File: src/hw/rtl/rhpm_pkg.sv
// Shared types, constants and helpers of the rolling hash pattern matcher.
package rhpm_pkg;

    localparam int RHPM_MAX_PATTERN = 16;
    localparam int RHPM_INDEX_WIDTH = 32;

    localparam int HASH_W      = 31;
    localparam int LEN_W       = 5;
    localparam int CFG_DATA_W  = 64;
    localparam int CFG_IDX_W   = 4;
    localparam int MATCH_IDX_W = 32;
    localparam int PAT_SEL_W   = 6;

    localparam logic [HASH_W-1:0] MODULUS_RESET = 31'd998244353;
    localparam logic [HASH_W-1:0] MODULUS_MIN   = 31'd2;
    localparam logic [LEN_W-1:0]  LENGTH_RESET  = 5'd1;

    localparam logic [CFG_IDX_W-1:0] CFG_HASH_MODULUS   = 4'd0;
    localparam logic [CFG_IDX_W-1:0] CFG_PATTERN_LENGTH = 4'd1;
    localparam logic [CFG_IDX_W-1:0] CFG_PATTERN_LOW    = 4'd2;
    localparam logic [CFG_IDX_W-1:0] CFG_PATTERN_HIGH   = 4'd3;

    typedef struct packed {
        logic [7:0] text_byte;
        logic       text_last;
    } in_item_t;

    typedef struct packed {
        logic                   match_found;
        logic [MATCH_IDX_W-1:0] match_index;
        logic                   text_done;
    } out_item_t;

    typedef enum logic [1:0] {
        MOP_SHIFT,
        MOP_ADD,
        MOP_NEG
    } mod_op_t;

    typedef enum logic [3:0] {
        ST_IDLE,
        ST_START,
        ST_TGT,
        ST_PWR,
        ST_RED_H,
        ST_RED_T,
        ST_RED_P,
        ST_DBL,
        ST_ADD,
        ST_NEG,
        ST_SUB,
        ST_SHIFT,
        ST_CHECK,
        ST_CMP,
        ST_DONE
    } rhpm_state_t;

    // Pattern byte k of the two configured words; bytes past the sixteenth read as zero.
    function automatic logic [7:0] pattern_byte(input logic [CFG_DATA_W-1:0] lo,
                                                input logic [CFG_DATA_W-1:0] hi,
                                                input logic [PAT_SEL_W-1:0]  k);
        logic [7:0] b;
        b = 8'd0;
        if (k[5:4] == 2'b00) begin
            if (!k[3]) begin
                b = lo[{k[2:0], 3'b000} +: 8];
            end else begin
                b = hi[{k[2:0], 3'b000} +: 8];
            end
        end
        return b;
    endfunction

endpackage

File: src/hw/rtl/rolling_hash_pattern_matcher.sv
// Each byte runs through the shared modular unit, which does one step a cycle: first the outgoing
// byte once the window is full, then the incoming one, then up to len byte compares.
// The first byte of each text first hashes the pattern and the leading power.
// A changed modulus within a text first reduces the three stored hash values.
// One byte is worked on at a time; the result register frees the input side.
// Reset: synchronous, active low; config returns to defaults and the next byte starts a text.
module rolling_hash_pattern_matcher
    import rhpm_pkg::*;
#(
    parameter int MAX_PATTERN = RHPM_MAX_PATTERN,
    parameter int INDEX_WIDTH = RHPM_INDEX_WIDTH
) (
    input  logic                  aclk,
    input  logic                  aresetn,
    input  logic                  s_valid,
    output logic                  s_ready,
    input  in_item_t              s_data,
    output logic                  m_valid,
    input  logic                  m_ready,
    output out_item_t             m_data,
    input  logic                  cfg_write,
    input  logic [CFG_IDX_W-1:0]  cfg_index,
    input  logic [CFG_DATA_W-1:0] cfg_data
);

    localparam int CNT_W = $clog2(MAX_PATTERN + 1);
    localparam int IDX_W = (MAX_PATTERN > 1) ? $clog2(MAX_PATTERN) : 1;

    // Configuration registers.
    logic [HASH_W-1:0]     hash_modulus_reg;
    logic [LEN_W-1:0]      pattern_length_reg;
    logic [CFG_DATA_W-1:0] pattern_word_low_reg;
    logic [CFG_DATA_W-1:0] pattern_word_high_reg;

    always_ff @(posedge aclk) begin
        if (!aresetn) begin
            hash_modulus_reg      <= MODULUS_RESET;
            pattern_length_reg    <= LENGTH_RESET;
            pattern_word_low_reg  <= '0;
            pattern_word_high_reg <= '0;
        end else if (cfg_write) begin
            case (cfg_index)
                CFG_HASH_MODULUS:   hash_modulus_reg      <= cfg_data[HASH_W-1:0];
                CFG_PATTERN_LENGTH: pattern_length_reg    <= cfg_data[LEN_W-1:0];
                CFG_PATTERN_LOW:    pattern_word_low_reg  <= cfg_data;
                CFG_PATTERN_HIGH:   pattern_word_high_reg <= cfg_data;
                default: ;
            endcase
        end
    end

    // Effective modulus and length.
    logic [HASH_W-1:0] p_eff;
    logic [5:0]        len_wide;
    logic [5:0]        len_clamp;
    logic [CNT_W-1:0]  len_eff;
    logic [CNT_W-1:0]  len_m1;

    assign p_eff    = (hash_modulus_reg < MODULUS_MIN) ? MODULUS_MIN : hash_modulus_reg;
    assign len_wide = {1'b0, pattern_length_reg};

    always_comb begin
        len_clamp = len_wide;
        if (len_wide == 6'd0) begin
            len_clamp = 6'd1;
        end else if (len_wide > 6'(MAX_PATTERN)) begin
            len_clamp = 6'(MAX_PATTERN);
        end
    end

    assign len_eff = len_clamp[CNT_W-1:0];
    assign len_m1  = len_eff - CNT_W'(1);

    // State and datapath registers.
    rhpm_state_t            state_reg, state_next;
    logic                   setup_valid_reg, setup_valid_next;
    logic [INDEX_WIDTH-1:0] bytes_seen_reg, bytes_seen_next;
    logic [HASH_W-1:0]      window_hash_reg, window_hash_next;
    logic [HASH_W-1:0]      target_hash_reg, target_hash_next;
    logic [HASH_W-1:0]      leading_power_reg, leading_power_next;
    logic [HASH_W-1:0]      tgt_red_reg, tgt_red_next;
    logic [HASH_W-1:0]      pw_red_reg, pw_red_next;
    logic [HASH_W-1:0]      p_cache_reg, p_cache_next;
    logic [HASH_W-1:0]      acc_reg, acc_next;
    logic [4:0]             bit_cnt_reg, bit_cnt_next;
    logic [CNT_W-1:0]       byte_cnt_reg, byte_cnt_next;
    logic [7:0]             byte_reg, byte_next;
    logic                   last_reg, last_next;
    logic                   found_reg, found_next;
    logic                   m_valid_reg, m_valid_next;
    out_item_t              m_data_reg, m_data_next;

    // Shared unit and window connections.
    mod_op_t           mu_op;
    logic              mu_bit;
    logic [HASH_W-1:0] mu_addend;
    logic [HASH_W-1:0] mu_result;
    logic              win_shift;
    logic [CNT_W-1:0]  rd_pos;
    logic [7:0]        rd_byte;
    logic [7:0]        pat_byte;

    rhpm_mod_unit u_mod_unit (
        .op        (mu_op),
        .acc       (acc_reg),
        .shift_bit (mu_bit),
        .addend    (mu_addend),
        .modulus   (p_eff),
        .result    (mu_result)
    );

    rhpm_window #(
        .MAX_PATTERN (MAX_PATTERN)
    ) u_window (
        .aclk       (aclk),
        .shift_en   (win_shift),
        .shift_byte (byte_reg),
        .rd_idx     (rd_pos[IDX_W-1:0]),
        .rd_byte    (rd_byte)
    );

    assign pat_byte = pattern_byte(pattern_word_low_reg, pattern_word_high_reg,
                                   PAT_SEL_W'(byte_cnt_reg));

    // The compare walks the window from its oldest byte while the pattern index climbs.
    assign rd_pos = (state_reg == ST_CMP) ? (len_m1 - byte_cnt_reg) : len_m1;

    // Conditions used by the two combinational blocks.
    logic                   bytes_ge_len;
    logic                   bit_last;
    logic                   byte_last;
    logic                   out_free;
    logic                   hash_hit;
    logic [INDEX_WIDTH-1:0] start_pos;
    logic [MATCH_IDX_W-1:0] start_idx;

    assign bytes_ge_len = bytes_seen_reg >= INDEX_WIDTH'(len_eff);
    assign bit_last     = bit_cnt_reg == 5'd0;
    assign byte_last    = byte_cnt_reg == len_m1;
    assign out_free     = !m_valid_reg || m_ready;
    assign hash_hit     = bytes_ge_len && (window_hash_reg == tgt_red_reg);
    assign start_pos    = bytes_seen_reg - INDEX_WIDTH'(len_eff);

    generate
        if (INDEX_WIDTH >= MATCH_IDX_W) begin : g_idx_trunc
            assign start_idx = start_pos[MATCH_IDX_W-1:0];
        end else begin : g_idx_ext
            assign start_idx = {{(MATCH_IDX_W-INDEX_WIDTH){1'b0}}, start_pos};
        end
    endgenerate

    // Next state.
    always_comb begin
        state_next = state_reg;
        case (state_reg)
            ST_IDLE: begin
                if (s_valid) begin
                    state_next = ST_START;
                end
            end
            ST_START: begin
                if (!setup_valid_reg) begin
                    state_next = ST_TGT;
                end else if (p_eff != p_cache_reg) begin
                    state_next = ST_RED_H;
                end else if (bytes_ge_len) begin
                    state_next = ST_DBL;
                end else begin
                    state_next = ST_SHIFT;
                end
            end
            ST_TGT: begin
                if (bit_last && byte_last) begin
                    state_next = (len_eff == CNT_W'(1)) ? ST_START : ST_PWR;
                end
            end
            ST_PWR: begin
                if (bit_last && ((byte_cnt_reg + CNT_W'(1)) == len_m1)) begin
                    state_next = ST_START;
                end
            end
            ST_RED_H: begin
                if (bit_last) begin
                    state_next = ST_RED_T;
                end
            end
            ST_RED_T: begin
                if (bit_last) begin
                    state_next = ST_RED_P;
                end
            end
            ST_RED_P: begin
                if (bit_last) begin
                    state_next = ST_START;
                end
            end
            ST_DBL: begin
                if (rd_byte[bit_cnt_reg[2:0]]) begin
                    state_next = ST_ADD;
                end else if (bit_last) begin
                    state_next = ST_NEG;
                end
            end
            ST_ADD: begin
                state_next = bit_last ? ST_NEG : ST_DBL;
            end
            ST_NEG: begin
                state_next = ST_SUB;
            end
            ST_SUB: begin
                state_next = ST_SHIFT;
            end
            ST_SHIFT: begin
                if (bit_last) begin
                    state_next = ST_CHECK;
                end
            end
            ST_CHECK: begin
                state_next = hash_hit ? ST_CMP : ST_DONE;
            end
            ST_CMP: begin
                if ((rd_byte != pat_byte) || byte_last) begin
                    state_next = ST_DONE;
                end
            end
            ST_DONE: begin
                if (out_free) begin
                    state_next = ST_IDLE;
                end
            end
            default: state_next = ST_IDLE;
        endcase
    end

    // Datapath, unit control and outputs.
    always_comb begin
        setup_valid_next   = setup_valid_reg;
        bytes_seen_next    = bytes_seen_reg;
        window_hash_next   = window_hash_reg;
        target_hash_next   = target_hash_reg;
        leading_power_next = leading_power_reg;
        tgt_red_next       = tgt_red_reg;
        pw_red_next        = pw_red_reg;
        p_cache_next       = p_cache_reg;
        acc_next           = acc_reg;
        bit_cnt_next       = bit_cnt_reg;
        byte_cnt_next      = byte_cnt_reg;
        byte_next          = byte_reg;
        last_next          = last_reg;
        found_next         = found_reg;
        m_valid_next       = m_valid_reg && !m_ready;
        m_data_next        = m_data_reg;
        mu_op              = MOP_SHIFT;
        mu_bit             = 1'b0;
        mu_addend          = pw_red_reg;
        win_shift          = 1'b0;
        s_ready            = 1'b0;

        case (state_reg)
            ST_IDLE: begin
                // No beat is taken while reset is held.
                s_ready = aresetn;
                if (s_valid) begin
                    byte_next = s_data.text_byte;
                    last_next = s_data.text_last;
                end
            end
            ST_START: begin
                bit_cnt_next = 5'd7;
                if (!setup_valid_reg) begin
                    acc_next      = '0;
                    byte_cnt_next = '0;
                end else if (p_eff != p_cache_reg) begin
                    acc_next     = '0;
                    bit_cnt_next = 5'(HASH_W - 1);
                end else if (bytes_ge_len) begin
                    acc_next = '0;
                end else begin
                    acc_next = window_hash_reg;
                end
            end
            ST_TGT: begin
                // Horner step of the pattern hash, fed one pattern bit a cycle.
                mu_bit   = pat_byte[bit_cnt_reg[2:0]];
                acc_next = mu_result;
                if (bit_last) begin
                    bit_cnt_next  = 5'd7;
                    byte_cnt_next = byte_cnt_reg + CNT_W'(1);
                    if (byte_last) begin
                        target_hash_next = mu_result;
                        tgt_red_next     = mu_result;
                        acc_next         = HASH_W'(1);
                        byte_cnt_next    = '0;
                        if (len_eff == CNT_W'(1)) begin
                            leading_power_next = HASH_W'(1);
                            pw_red_next        = HASH_W'(1);
                            setup_valid_next   = 1'b1;
                            window_hash_next   = '0;
                            bytes_seen_next    = '0;
                            p_cache_next       = p_eff;
                        end
                    end
                end else begin
                    bit_cnt_next = bit_cnt_reg - 5'd1;
                end
            end
            ST_PWR: begin
                acc_next = mu_result;
                if (bit_last) begin
                    bit_cnt_next  = 5'd7;
                    byte_cnt_next = byte_cnt_reg + CNT_W'(1);
                    if ((byte_cnt_reg + CNT_W'(1)) == len_m1) begin
                        leading_power_next = mu_result;
                        pw_red_next        = mu_result;
                        setup_valid_next   = 1'b1;
                        window_hash_next   = '0;
                        bytes_seen_next    = '0;
                        p_cache_next       = p_eff;
                    end
                end else begin
                    bit_cnt_next = bit_cnt_reg - 5'd1;
                end
            end
            ST_RED_H: begin
                mu_bit   = window_hash_reg[bit_cnt_reg];
                acc_next = mu_result;
                if (bit_last) begin
                    window_hash_next = mu_result;
                    acc_next         = '0;
                    bit_cnt_next     = 5'(HASH_W - 1);
                end else begin
                    bit_cnt_next = bit_cnt_reg - 5'd1;
                end
            end
            ST_RED_T: begin
                mu_bit   = target_hash_reg[bit_cnt_reg];
                acc_next = mu_result;
                if (bit_last) begin
                    tgt_red_next = mu_result;
                    acc_next     = '0;
                    bit_cnt_next = 5'(HASH_W - 1);
                end else begin
                    bit_cnt_next = bit_cnt_reg - 5'd1;
                end
            end
            ST_RED_P: begin
                mu_bit   = leading_power_reg[bit_cnt_reg];
                acc_next = mu_result;
                if (bit_last) begin
                    pw_red_next  = mu_result;
                    p_cache_next = p_eff;
                end else begin
                    bit_cnt_next = bit_cnt_reg - 5'd1;
                end
            end
            ST_DBL: begin
                // Double-and-add of the outgoing byte times the leading power.
                acc_next = mu_result;
                if (!rd_byte[bit_cnt_reg[2:0]] && !bit_last) begin
                    bit_cnt_next = bit_cnt_reg - 5'd1;
                end
            end
            ST_ADD: begin
                mu_op    = MOP_ADD;
                acc_next = mu_result;
                if (!bit_last) begin
                    bit_cnt_next = bit_cnt_reg - 5'd1;
                end
            end
            ST_NEG: begin
                mu_op    = MOP_NEG;
                acc_next = mu_result;
            end
            ST_SUB: begin
                mu_op        = MOP_ADD;
                mu_addend    = window_hash_reg;
                acc_next     = mu_result;
                bit_cnt_next = 5'd7;
            end
            ST_SHIFT: begin
                mu_bit   = byte_reg[bit_cnt_reg[2:0]];
                acc_next = mu_result;
                if (bit_last) begin
                    window_hash_next = mu_result;
                    win_shift        = 1'b1;
                    if (bytes_seen_reg != '1) begin
                        bytes_seen_next = bytes_seen_reg + INDEX_WIDTH'(1);
                    end
                end else begin
                    bit_cnt_next = bit_cnt_reg - 5'd1;
                end
            end
            ST_CHECK: begin
                found_next    = 1'b0;
                byte_cnt_next = '0;
            end
            ST_CMP: begin
                if (rd_byte != pat_byte) begin
                    found_next = 1'b0;
                end else if (byte_last) begin
                    found_next = 1'b1;
                end else begin
                    byte_cnt_next = byte_cnt_reg + CNT_W'(1);
                end
            end
            ST_DONE: begin
                if (out_free) begin
                    m_valid_next            = 1'b1;
                    m_data_next.match_found = found_reg;
                    m_data_next.match_index = found_reg ? start_idx : '0;
                    m_data_next.text_done   = last_reg;
                    if (last_reg) begin
                        setup_valid_next = 1'b0;
                        bytes_seen_next  = '0;
                        window_hash_next = '0;
                    end
                end
            end
            default: ;
        endcase
    end

    always_ff @(posedge aclk) begin
        if (!aresetn) begin
            state_reg       <= ST_IDLE;
            setup_valid_reg <= 1'b0;
            bytes_seen_reg  <= '0;
            m_valid_reg     <= 1'b0;
        end else begin
            state_reg       <= state_next;
            setup_valid_reg <= setup_valid_next;
            bytes_seen_reg  <= bytes_seen_next;
            m_valid_reg     <= m_valid_next;
        end
    end

    always_ff @(posedge aclk) begin
        window_hash_reg   <= window_hash_next;
        target_hash_reg   <= target_hash_next;
        leading_power_reg <= leading_power_next;
        tgt_red_reg       <= tgt_red_next;
        pw_red_reg        <= pw_red_next;
        p_cache_reg       <= p_cache_next;
        acc_reg           <= acc_next;
        bit_cnt_reg       <= bit_cnt_next;
        byte_cnt_reg      <= byte_cnt_next;
        byte_reg          <= byte_next;
        last_reg          <= last_next;
        found_reg         <= found_next;
        m_data_reg        <= m_data_next;
    end

    assign m_valid = m_valid_reg;
    assign m_data  = m_data_reg;

endmodule

File: src/hw/rtl/rhpm_mod_unit.sv
// Shared modular step: one shift, add or negate followed by one conditional subtract of the modulus.
module rhpm_mod_unit
    import rhpm_pkg::*;
(
    input  mod_op_t           op,
    input  logic [HASH_W-1:0] acc,
    input  logic              shift_bit,
    input  logic [HASH_W-1:0] addend,
    input  logic [HASH_W-1:0] modulus,
    output logic [HASH_W-1:0] result
);

    logic [HASH_W:0]   pre;
    logic [HASH_W+1:0] diff;

    // Every operation keeps its pre-value below twice the modulus.
    always_comb begin
        case (op)
            MOP_SHIFT: pre = {acc, shift_bit};
            MOP_ADD:   pre = {1'b0, acc} + {1'b0, addend};
            MOP_NEG:   pre = {1'b0, modulus} - {1'b0, acc};
            default:   pre = {1'b0, acc};
        endcase
    end

    assign diff   = {1'b0, pre} - {2'b00, modulus};
    assign result = diff[HASH_W+1] ? pre[HASH_W-1:0] : diff[HASH_W-1:0];

endmodule

File: src/hw/rtl/rhpm_window.sv
// Text window: shift line of the latest bytes with one selectable read tap.
module rhpm_window
    import rhpm_pkg::*;
#(
    parameter int MAX_PATTERN = RHPM_MAX_PATTERN,
    localparam int IDX_W = (MAX_PATTERN > 1) ? $clog2(MAX_PATTERN) : 1
) (
    input  logic             aclk,
    input  logic             shift_en,
    input  logic [7:0]       shift_byte,
    input  logic [IDX_W-1:0] rd_idx,
    output logic [7:0]       rd_byte
);

    logic [7:0] win_reg [MAX_PATTERN];

    // Newest byte enters at entry 0.
    always_ff @(posedge aclk) begin
        if (shift_en) begin
            win_reg[0] <= shift_byte;
            for (int i = 1; i < MAX_PATTERN; i++) begin
                win_reg[i] <= win_reg[i-1];
            end
        end
    end

    assign rd_byte = win_reg[rd_idx];

endmodule

File: config.mk
export PLATFORM = sky130hd
export DESIGN_NAME = rolling_hash_pattern_matcher
export DESIGN_NICKNAME = d
export VERILOG_FILES = /design/src/hw/rtl/rhpm_pkg.sv /design/src/hw/rtl/rolling_hash_pattern_matcher.sv /design/src/hw/rtl/rhpm_mod_unit.sv /design/src/hw/rtl/rhpm_window.sv
export SDC_FILE = /design/constraint.sdc
export NUM_CORES = 1
export LEC_CHECK = 0
export BUFFER_PORTS_ARGS = -buffer_cell sky130_fd_sc_hd__buf_2
export CAP_MARGIN = 25
export CORE_MARGIN = 1
export CORE_UTILIZATION = 60
export DETAILED_ROUTE_END_ITERATION = 6
export PLACE_DENSITY = 0.84
export SLEW_MARGIN = 30
export SYNTH_ARGS = -nofsm -noshare
export SYNTH_HDL_FRONTEND = slang
export SYNTH_SLANG_ARGS = --single-unit
File: constraint.sdc
create_clock -name aclk -period 10 [get_ports aclk]
set_input_delay 1 -clock aclk [delete_from_list [all_inputs] [get_ports aclk]]
set_output_delay 1 -clock aclk [all_outputs]
set_load 0.03 [all_outputs]
==> run metrics, run 1 <==
# Post-CTS Setup Buffers 0; fraction of registers with async set/reset 0%; Clk pin slew, worst setup/hold paths 0.07 ns; detailed-placement wirelength estimate 61.8 mm; PnR Total Power 0.00923 W; Crit-path slowest cell or3_1; width of the die 236 um; Final setup violation count 0; number of cells produced by synthesis 3,245; remaining antenna violation count after routing 0; worst setup path class flip-flop to flip-flop; kind of start point of the critical path flip-flop; non-filler cells, final 4,009; Congestion Overflow GR 0; unrepaired setup endpoints after global routing false; Worst Path Required 10.35 ns; highest net fanout along the worst path 33; DRC 0; Pre-antenna DRT Iters 7; number of endpoints with negative hold slack in the final report 0; layout cell share with drive strength beyond 1 12.1%; via count of the first global-routing pass ~25,000; first-pass GRT wire length 138 mm; mean cell area of the mapped netlist 10.1 um^2; global router's overall resource usage a little under a third; Total Die Area between 50,000 and 60,000 um^2; number of unique standard cell types used by synthesis 87; maximum count of clock buffers along a single path 3; number of sinks driven by the clock tree between 600 and 700; total nets after synthesis 3,440; CTS H-Tree Depth 2; I/O pin total 118; max FFs per register 128; drt via density between 6 and 7; number of violations reported at the end of detailed-routing iteration 0 3,089; Cell Area, Synth 32,900 um^2; number of standard-cell rows in the floorplan 85; class of the tightest hold or removal check flip-flop to flip-flop; number of nets in the finished design between 3,000 and 4,000; count of warnings emitted by yosys 0; number of maximum-capacitance violations 0; vertical die dimension 236 um; Worst-Margin Slew between 1 and 1.5 ns; min cycle time layout roughly 8.5 ns; detail-routed net length per standard cell 22.5 um; achievable clock frequency between 0.1 and 0.15 GHz; number of clock buffers inserted by TritonCTS 60; run status complete, no violations; Total Negative Setup Slacks 0 ns; post-route clock period utilization 84.8%; number of enable-type register cells in the synthesized netlist 399; worst relative slew slack 29.3%; most used flip-flop cell after synthesis edfxtp_1; hold-fix buffers at CTS 0; core footprint about 54,000 um^2; IO Port Bufs 117; Via Count about 26,000; highest ir drop seen on vdd 0.188 mV; post-placement cell count 3,895; clock tree from TritonCTS done; total of fill cells in the finished design 4,016; root buf cell clkbuf_16; initial standard-cell utilization of the core 60.9%; highest cell delay on the worst timing path just under 0.8 ns; final wirelength 90.0 mm; pin count of the biggest net entering global routing 102; Resize count post-CTS 0; Arrival @ worst endpoint 8.83 ns; sequential area share after synthesis 48.8%; number of pins with negative max-slew slack in the final report 0; initial antenna violation count 3; clk_skew 0.0295 ns; sort of element at the end of the critical path flip-flop; Static Leak 13.4 nW; flip-flop and latch count after synthesis about 600; Clock Latency Late Sink 0.64 ns; placer congestion estimate 0.957; area added between synthesis and finish 9.18%; total power divided by cell area 257 nW/um^2
[final timing paths]
path	from	to	slack, ns	cells after the start
max	state_reg[0]	acc_reg[13]	1.52	27
max reg2reg	state_reg[0]	acc_reg[13]	1.52	27
min reg2reg	u_window.win_reg[3][3]	u_window.win_reg[4][3]	0.44	0
min	u_window.win_reg[3][3]	u_window.win_reg[4][3]	0.44	0
[power breakdown]
group,internal [W],switching (W),leakage (nW)
clock network,0.00130,0.000991,0.981
registers,0.00300,0.000249,5.32
logic,0.00137,0.00233,7.14
total,0.00567,0.00357,13.4
[kinds of logic (layout without fill, tap and decap cells)]
group	Yosys count	after routing	synth area share, %
compound gates	694	694	13.3
xor+xnor	208	208	5.57
fa+ha+maj	113	113	4.42
buf+inv	336	402	4.12
flops	601	601	48.8
mux	189	189	8.35
other cells	0	2	0
simple gates	1104	1104	15.4
[critical path, delay by kind of cell, from the launching register on]
kind | cells | cell delay, ns
AOI/OAI and AO/OA | 13 | 3.14
and+or+nand+nor | 6 | 1.70
buffers and inverters | 3 | 1.23
muxes | 2 | 0.92
adders and majority gates | 2 | 0.70
DFF | 1 | 0.30
xor gates and xnor gates | 1 | 0.15
[cells in the mapped netlist, types with 31 or more instances]
master	count	area share [%]
a21o_1	54	1.2
a21oi_1	264	4.0
and2_1	34	0.65
clkbuf_1	155	1.8
dfxtp_1	202	12
edfxtp_1	399	36
ha_1	108	4.1
inv_1	131	1.5
mux2_2	40	1.4
mux2i_1	85	2.6
mux4_2	63	4.3
nand2_1	480	5.5
nand3_1	65	0.99
nand4_1	37	0.70
nor2_1	255	2.9
nor2b_1	44	0.84
nor3_1	35	0.53
o211ai_1	31	0.71
o21ai_0	119	1.8
xnor2_1	94	2.5
xor2_1	113	3.0
[placed cells by master, fill, tap and decap left out, types with 15 or more instances in the layout]
cell       Yosys  layout
and2_1        34      34
buf_2         25     117
a21o_1        54      54
buf_4          8      35
nand2b_1      30      30
ha_1         108     108
mux2_2        40      40
a21oi_1      264     263
edfxtp_1     399     399
a31oi_1       24      24
xor2_1       113     113
o21ai_0      119     118
nand3_1       65      64
nor2_1       255     249
nor3_1        35      32
a21boi_0      17      17
nor2b_1       44      43
o211ai_1      31      31
and3_1        30      29
nand4_1       37      37
clkbuf_16      0      63
o21a_1        16      16
dfxtp_1      202     202
mux4_2        63      63
nor4_1        25      24
mux2i_1       85      85
xnor2_1       94      94
nand2_1      480     479
a22oi_1       15      15
inv_1        131     131
[metal layers]
metal  global-route usage, %  part of all wire, %  vias up
met3                    4.79                  8.2      291
met5                       0                    0        -
met2                    52.5                   48     1415
met4                    17.6                  6.0        0
li1                        -                    -    11700
met1                    40.4                   37    12400
[metrics by stage]
step	cell area (um^2)	utilization (%)	hold slack (ns)	setup WS, ns
finish	35900	66.5	0.444	1.52
global placement	33800	62.7	0.422	1.95
global route	35900	66.5	0.450	1.17
detailed placement	33800	62.8	0.426	1.72
CTS	35800	66.5	0.445	1.65
floorplan	32900	-	0.417	0.948
[area by class of cell]
class,count,area [um^2],share of cell area [%]
multi-input cells,2308,15600,43.4
well taps,696,871,2.43
repair buffers,154,887,2.47
flip-flops and latches,601,16000,44.7
clock buffers,82,1740,4.85
diodes,2,5.00,0.0139
inverters,137,517,1.44
clock inverters,29,259,0.722
No activity file was read; power rests on OpenSTA's default activity.
==> run 2, diff against run 1 <==
--- a/config.mk
+++ b/config.mk
@@ -5,12 +5,13 @@
 export SDC_FILE = /design/constraint.sdc
 export NUM_CORES = 1
 export LEC_CHECK = 0
+export ABC_AREA = 1
 export BUFFER_PORTS_ARGS = -buffer_cell sky130_fd_sc_hd__buf_2
 export CAP_MARGIN = 25
 export CORE_MARGIN = 1
 export CORE_UTILIZATION = 60
 export DETAILED_ROUTE_END_ITERATION = 6
-export PLACE_DENSITY = 0.84
+export PLACE_DENSITY = 0.83
 export SLEW_MARGIN = 30
 export SYNTH_ARGS = -nofsm -noshare
 export SYNTH_HDL_FRONTEND = slang
==> constraint.sdc (replaced) <==
create_clock -name aclk -period 7.8 [get_ports aclk]
set_input_delay 0.78 -clock aclk [delete_from_list [all_inputs] [get_ports aclk]]
set_output_delay 0.78 -clock aclk [all_outputs]
set_load 0.03 [all_outputs]
==> run 2 against run 1 <==
Against the previous run: count of clock-buffer cells in the layout fell by 3; synthesized cell count rose by 29%; clock skew rose by 0.0037 ns; critical endpoint is now acc_reg[23]; largest cell class unchanged; largest power group unchanged.
==> run metrics, run 2 <==
area added between synthesis and finish 9.15% (about the same); Via Count 29,600 (+14%); flip-flop and latch count after synthesis 601 (unchanged); Critical Path End acc_reg[23]; detail-routed net length per standard cell 20.0 um (-11%); clk_skew 0.0333 ns (+0.00372 ns); core footprint 55,500 um^2 (+3.0%); global router's overall resource usage 34.4% (+2.6 points); placer congestion estimate 0.995 (+3.9%); number of sinks driven by the clock tree 601 (unchanged); highest ir drop seen on vdd 0.382 mV (+100%); Crit-path slowest cell dfxtp_1; fraction of registers with async set/reset 0% (unchanged); combinational group share of total power 47.2% (+7.2 points); maximum count of clock buffers along a single path 3 (unchanged); achievable clock frequency 0.143 GHz (+21%); Congestion Overflow GR 0 (unchanged); met3 WL post-DR 8.56 mm (+16%); Total Die Area 57,500 um^2 (+3.3%); Worst Path Required 8.15 ns (-2.20 ns); initial standard-cell utilization of the core 61.1% (+0.19 points); highest net fanout along the worst path 21 (-36%); class of the tightest hold or removal check primary input to flip-flop; highest layer used for signal routing met4; number of standard-cell rows in the floorplan 86 (+1.2%); most frequent cell after synthesis nand2_1; source of the worst register-to-register timing path state_reg[1]; most used cell along the critical path nand2_1; drt via density 5.90 (-8.6%); IO Port Bufs 117 (unchanged); Clock Latency Late Sink 0.66 ns (+0.02 ns); sort of element at the end of the critical path flip-flop; Worst Slack Setup Final 0.819 ns (-0.705 ns); min cycle time layout 6.98 ns (-1.49 ns); number of violations reported at the end of detailed-routing iteration 0 3,325 (+7.6%); met2 routed wirelength 47.4 mm (+9.0%); number of unique standard cell types used by synthesis 63 (-28%); number of enable-type register cells in the synthesized netlist 399 (unchanged); clock tree from TritonCTS done; sequential area share after synthesis 47.2% (-1.6 points); Internal 0.00745 W (+32%); unrepaired setup endpoints after global routing false; number of clock buffers inserted by TritonCTS 60 (unchanged); DRC 0 (unchanged); number of endpoints with negative hold slack in the final report 0 (unchanged); Pre-antenna DRT Iters 6 (-1); via count of the first global-routing pass 27,300 (+11%); worst relative slew slack 34.2% (+4.9 points); run status complete, no violations; mean cell area of the mapped netlist 8.13 um^2 (-20%); reg2reg setup slack 0.82 ns (-0.71 ns); number of cells produced by synthesis 4,178 (+29%); vertical die dimension 240 um (+1.6%); max FFs per register 128 (unchanged); Cell Area, Synth 33,900 um^2 (+3.3%); largest area contributor in the netlist edfxtp_1; detailed-placement wirelength estimate 72.8 mm (+18%); post-route clock period utilization 89.5% (+4.7 points); Setup WS pre-CTS 0.997 ns (-0.727 ns); CTS H-Tree Depth 2 (unchanged); pin count of the biggest net entering global routing 129 (+26%); Arrival @ worst endpoint 7.33 ns (-1.50 ns); Worst-Margin Slew 0.984 ns (-0.0694 ns); most used flip-flop cell after synthesis edfxtp_1; total nets after synthesis 4,373 (+27%); worst setup path class flip-flop to flip-flop; Resize count post-CTS 0 (unchanged); leading cell type in the layout, fill and taps excluded nand2_1; final wirelength 100 mm (+11%); initial antenna violation count 4 (+1); total of fill cells in the finished design 4,630 (+15%); # Post-CTS Setup Buffers 0 (unchanged); first-pass GRT wire length 153 mm (+11%); most frequent cells after synthesis nand2_1, inv_1, a21oi_1; total power divided by cell area 363 nW/um^2 (+41%); relative contribution of the clock network to total power 21.3% (-3.5 points); Synth area leaders edfxtp_1, dfxtp_1, nand2_1, a21oi_1, inv_1; I/O pin total 118 (unchanged); switching portion of total power 44.6% (+5.9 points); most frequent cells in the layout nand2_1, inv_1, a21oi_1, edfxtp_1, o21ai_0; hold-fix buffers at CTS 0 (unchanged); layout cell share with drive strength beyond 1 8.90% (-3.2 points); remaining antenna violation count after routing 0 (unchanged); kind of start point of the critical path flip-flop; number of maximum-capacitance violations 0 (unchanged); reg2reg path depth 37 (+37%); sequential share of power 31.5% (-3.7 points); highest cell delay on the worst timing path 0.54 ns (-0.24 ns); detailed-route wire length on metal 1 39.7 mm (+18%); root buf cell clkbuf_16; Static Leak 15.2 nW (+13%); area share of the leading cell type in the synthesized netlist 35.3% (-1.2 points); Clk pin slew, worst setup/hold paths 0.06 ns (about the same); width of the die 240 um (+1.6%); switching power 0.00599 W (+68%); Final setup violation count 0 (unchanged); number of nets in the finished design 4,401 (+27%); number of pins with negative max-slew slack in the final report 0 (unchanged); Worst R2R End acc_reg[23]; Total Negative Setup Slacks 0 ns (unchanged); launching element of the worst setup path state_reg[1]; count of warnings emitted by yosys 0 (unchanged)
run 2: changes by cell type in the layout (fill, tap and decap cells not counted), sizes merged, moves of 32 or more:
cell and change:
mux4 -63, xor2 -66, a21o -41, nand3 +224
nor2 +65, mux2i -86, and2 -32, nand2 +233
mux2 -40, nor2b -44, o21ai +292, a21oi +189
inv +461, or2 +42
run 2: power groups by stage:
stage	registers (W)	logic [W]	clock network (W)
5_1_grt	0.00424	0.00692	0.00301
3_5_place_dp	0.00428	0.00616	0
4_1_cts	0.00422	0.00621	0.00289
6_report	0.00423	0.00635	0.00287
3_3_place_gp	0.00428	0.00610	0
2_1_floorplan	0.00415	0.00428	0
run 2: area by class of cell:
cell class              instances  area, um^2  area share (%)
flip-flops and latches        601       16000            43.3
multi-input cells            2781       14900            40.3
repair buffers                158         927            2.50
inverters                     604        2280            6.15
clock inverters                35         304           0.821
clock buffers                  79        1640            4.44
well taps                     748         936            2.53
diodes                          5        12.5          0.0338
run 2: worst max-delay path, delay by kind of cell, from the launching register on:
family | cells | cell delay (ns)
simple gates | 16 | 2.03
fa+ha+maj | 3 | 1.00
compound gates | 10 | 1.95
buf+inv | 8 | 1.13
flops | 1 | 0.54
run 2: cell families (layout without fill, tap and decap cells):
group | after synthesis | count (layout) | synth area share (%)
other | 0 | 5 | 0
AO/OA/AOI/OAI | 1010 | 1010 | 16.0
flip-flops | 601 | 601 | 47.2
adder cells (fa/ha/maj) | 113 | 113 | 4.28
AND/OR/NAND/NOR | 1545 | 1545 | 20.3
buffers and inverters | 796 | 876 | 9.20
XOR/XNOR | 113 | 113 | 2.94
run 2: worst min-delay path by stage:
stage / startpoint / end / depth (start not counted) / slack (ns)
finish: s_data[0] / last_reg / 1 / 0.37
global route: s_data[0] / last_reg / 1 / 0.34
CTS: s_data[8] / byte_reg[7] / 1 / 0.34
detailed placement: u_window.win_reg[2][2] / u_window.win_reg[3][2] / 0 / 0.42
global placement: u_window.win_reg[2][2] / u_window.win_reg[3][2] / 0 / 0.42
floorplan: u_window.win_reg[10][3] / u_window.win_reg[11][3] / 0 / 0.42
run 2: stage by stage:
step / instance area [um^2] / total power (W) / hold WS, ns / util [%] / std cells
6_report: 37100 / 0.0134 / 0.368 / 66.7 / 5011
5_1_grt: 37000 / 0.0142 / 0.342 / 66.7 / 5010
4_1_cts: 37000 / 0.0133 / 0.341 / 66.6 / 5005
3_5_place_dp: 35000 / 0.0104 / 0.425 / 63.1 / 4891
3_3_place_gp: 35000 / 0.0104 / 0.418 / 63.1 / 4891
2_1_floorplan: 33900 / 0.00844 / 0.417 / - / 4178
run 2: metal layers:
metal	track usage (%)	up-vias
met1	44.9	13800
li1	-	14100
met4	14.6	0
met3	5.72	257
met2	56.8	1402
met5	0	-
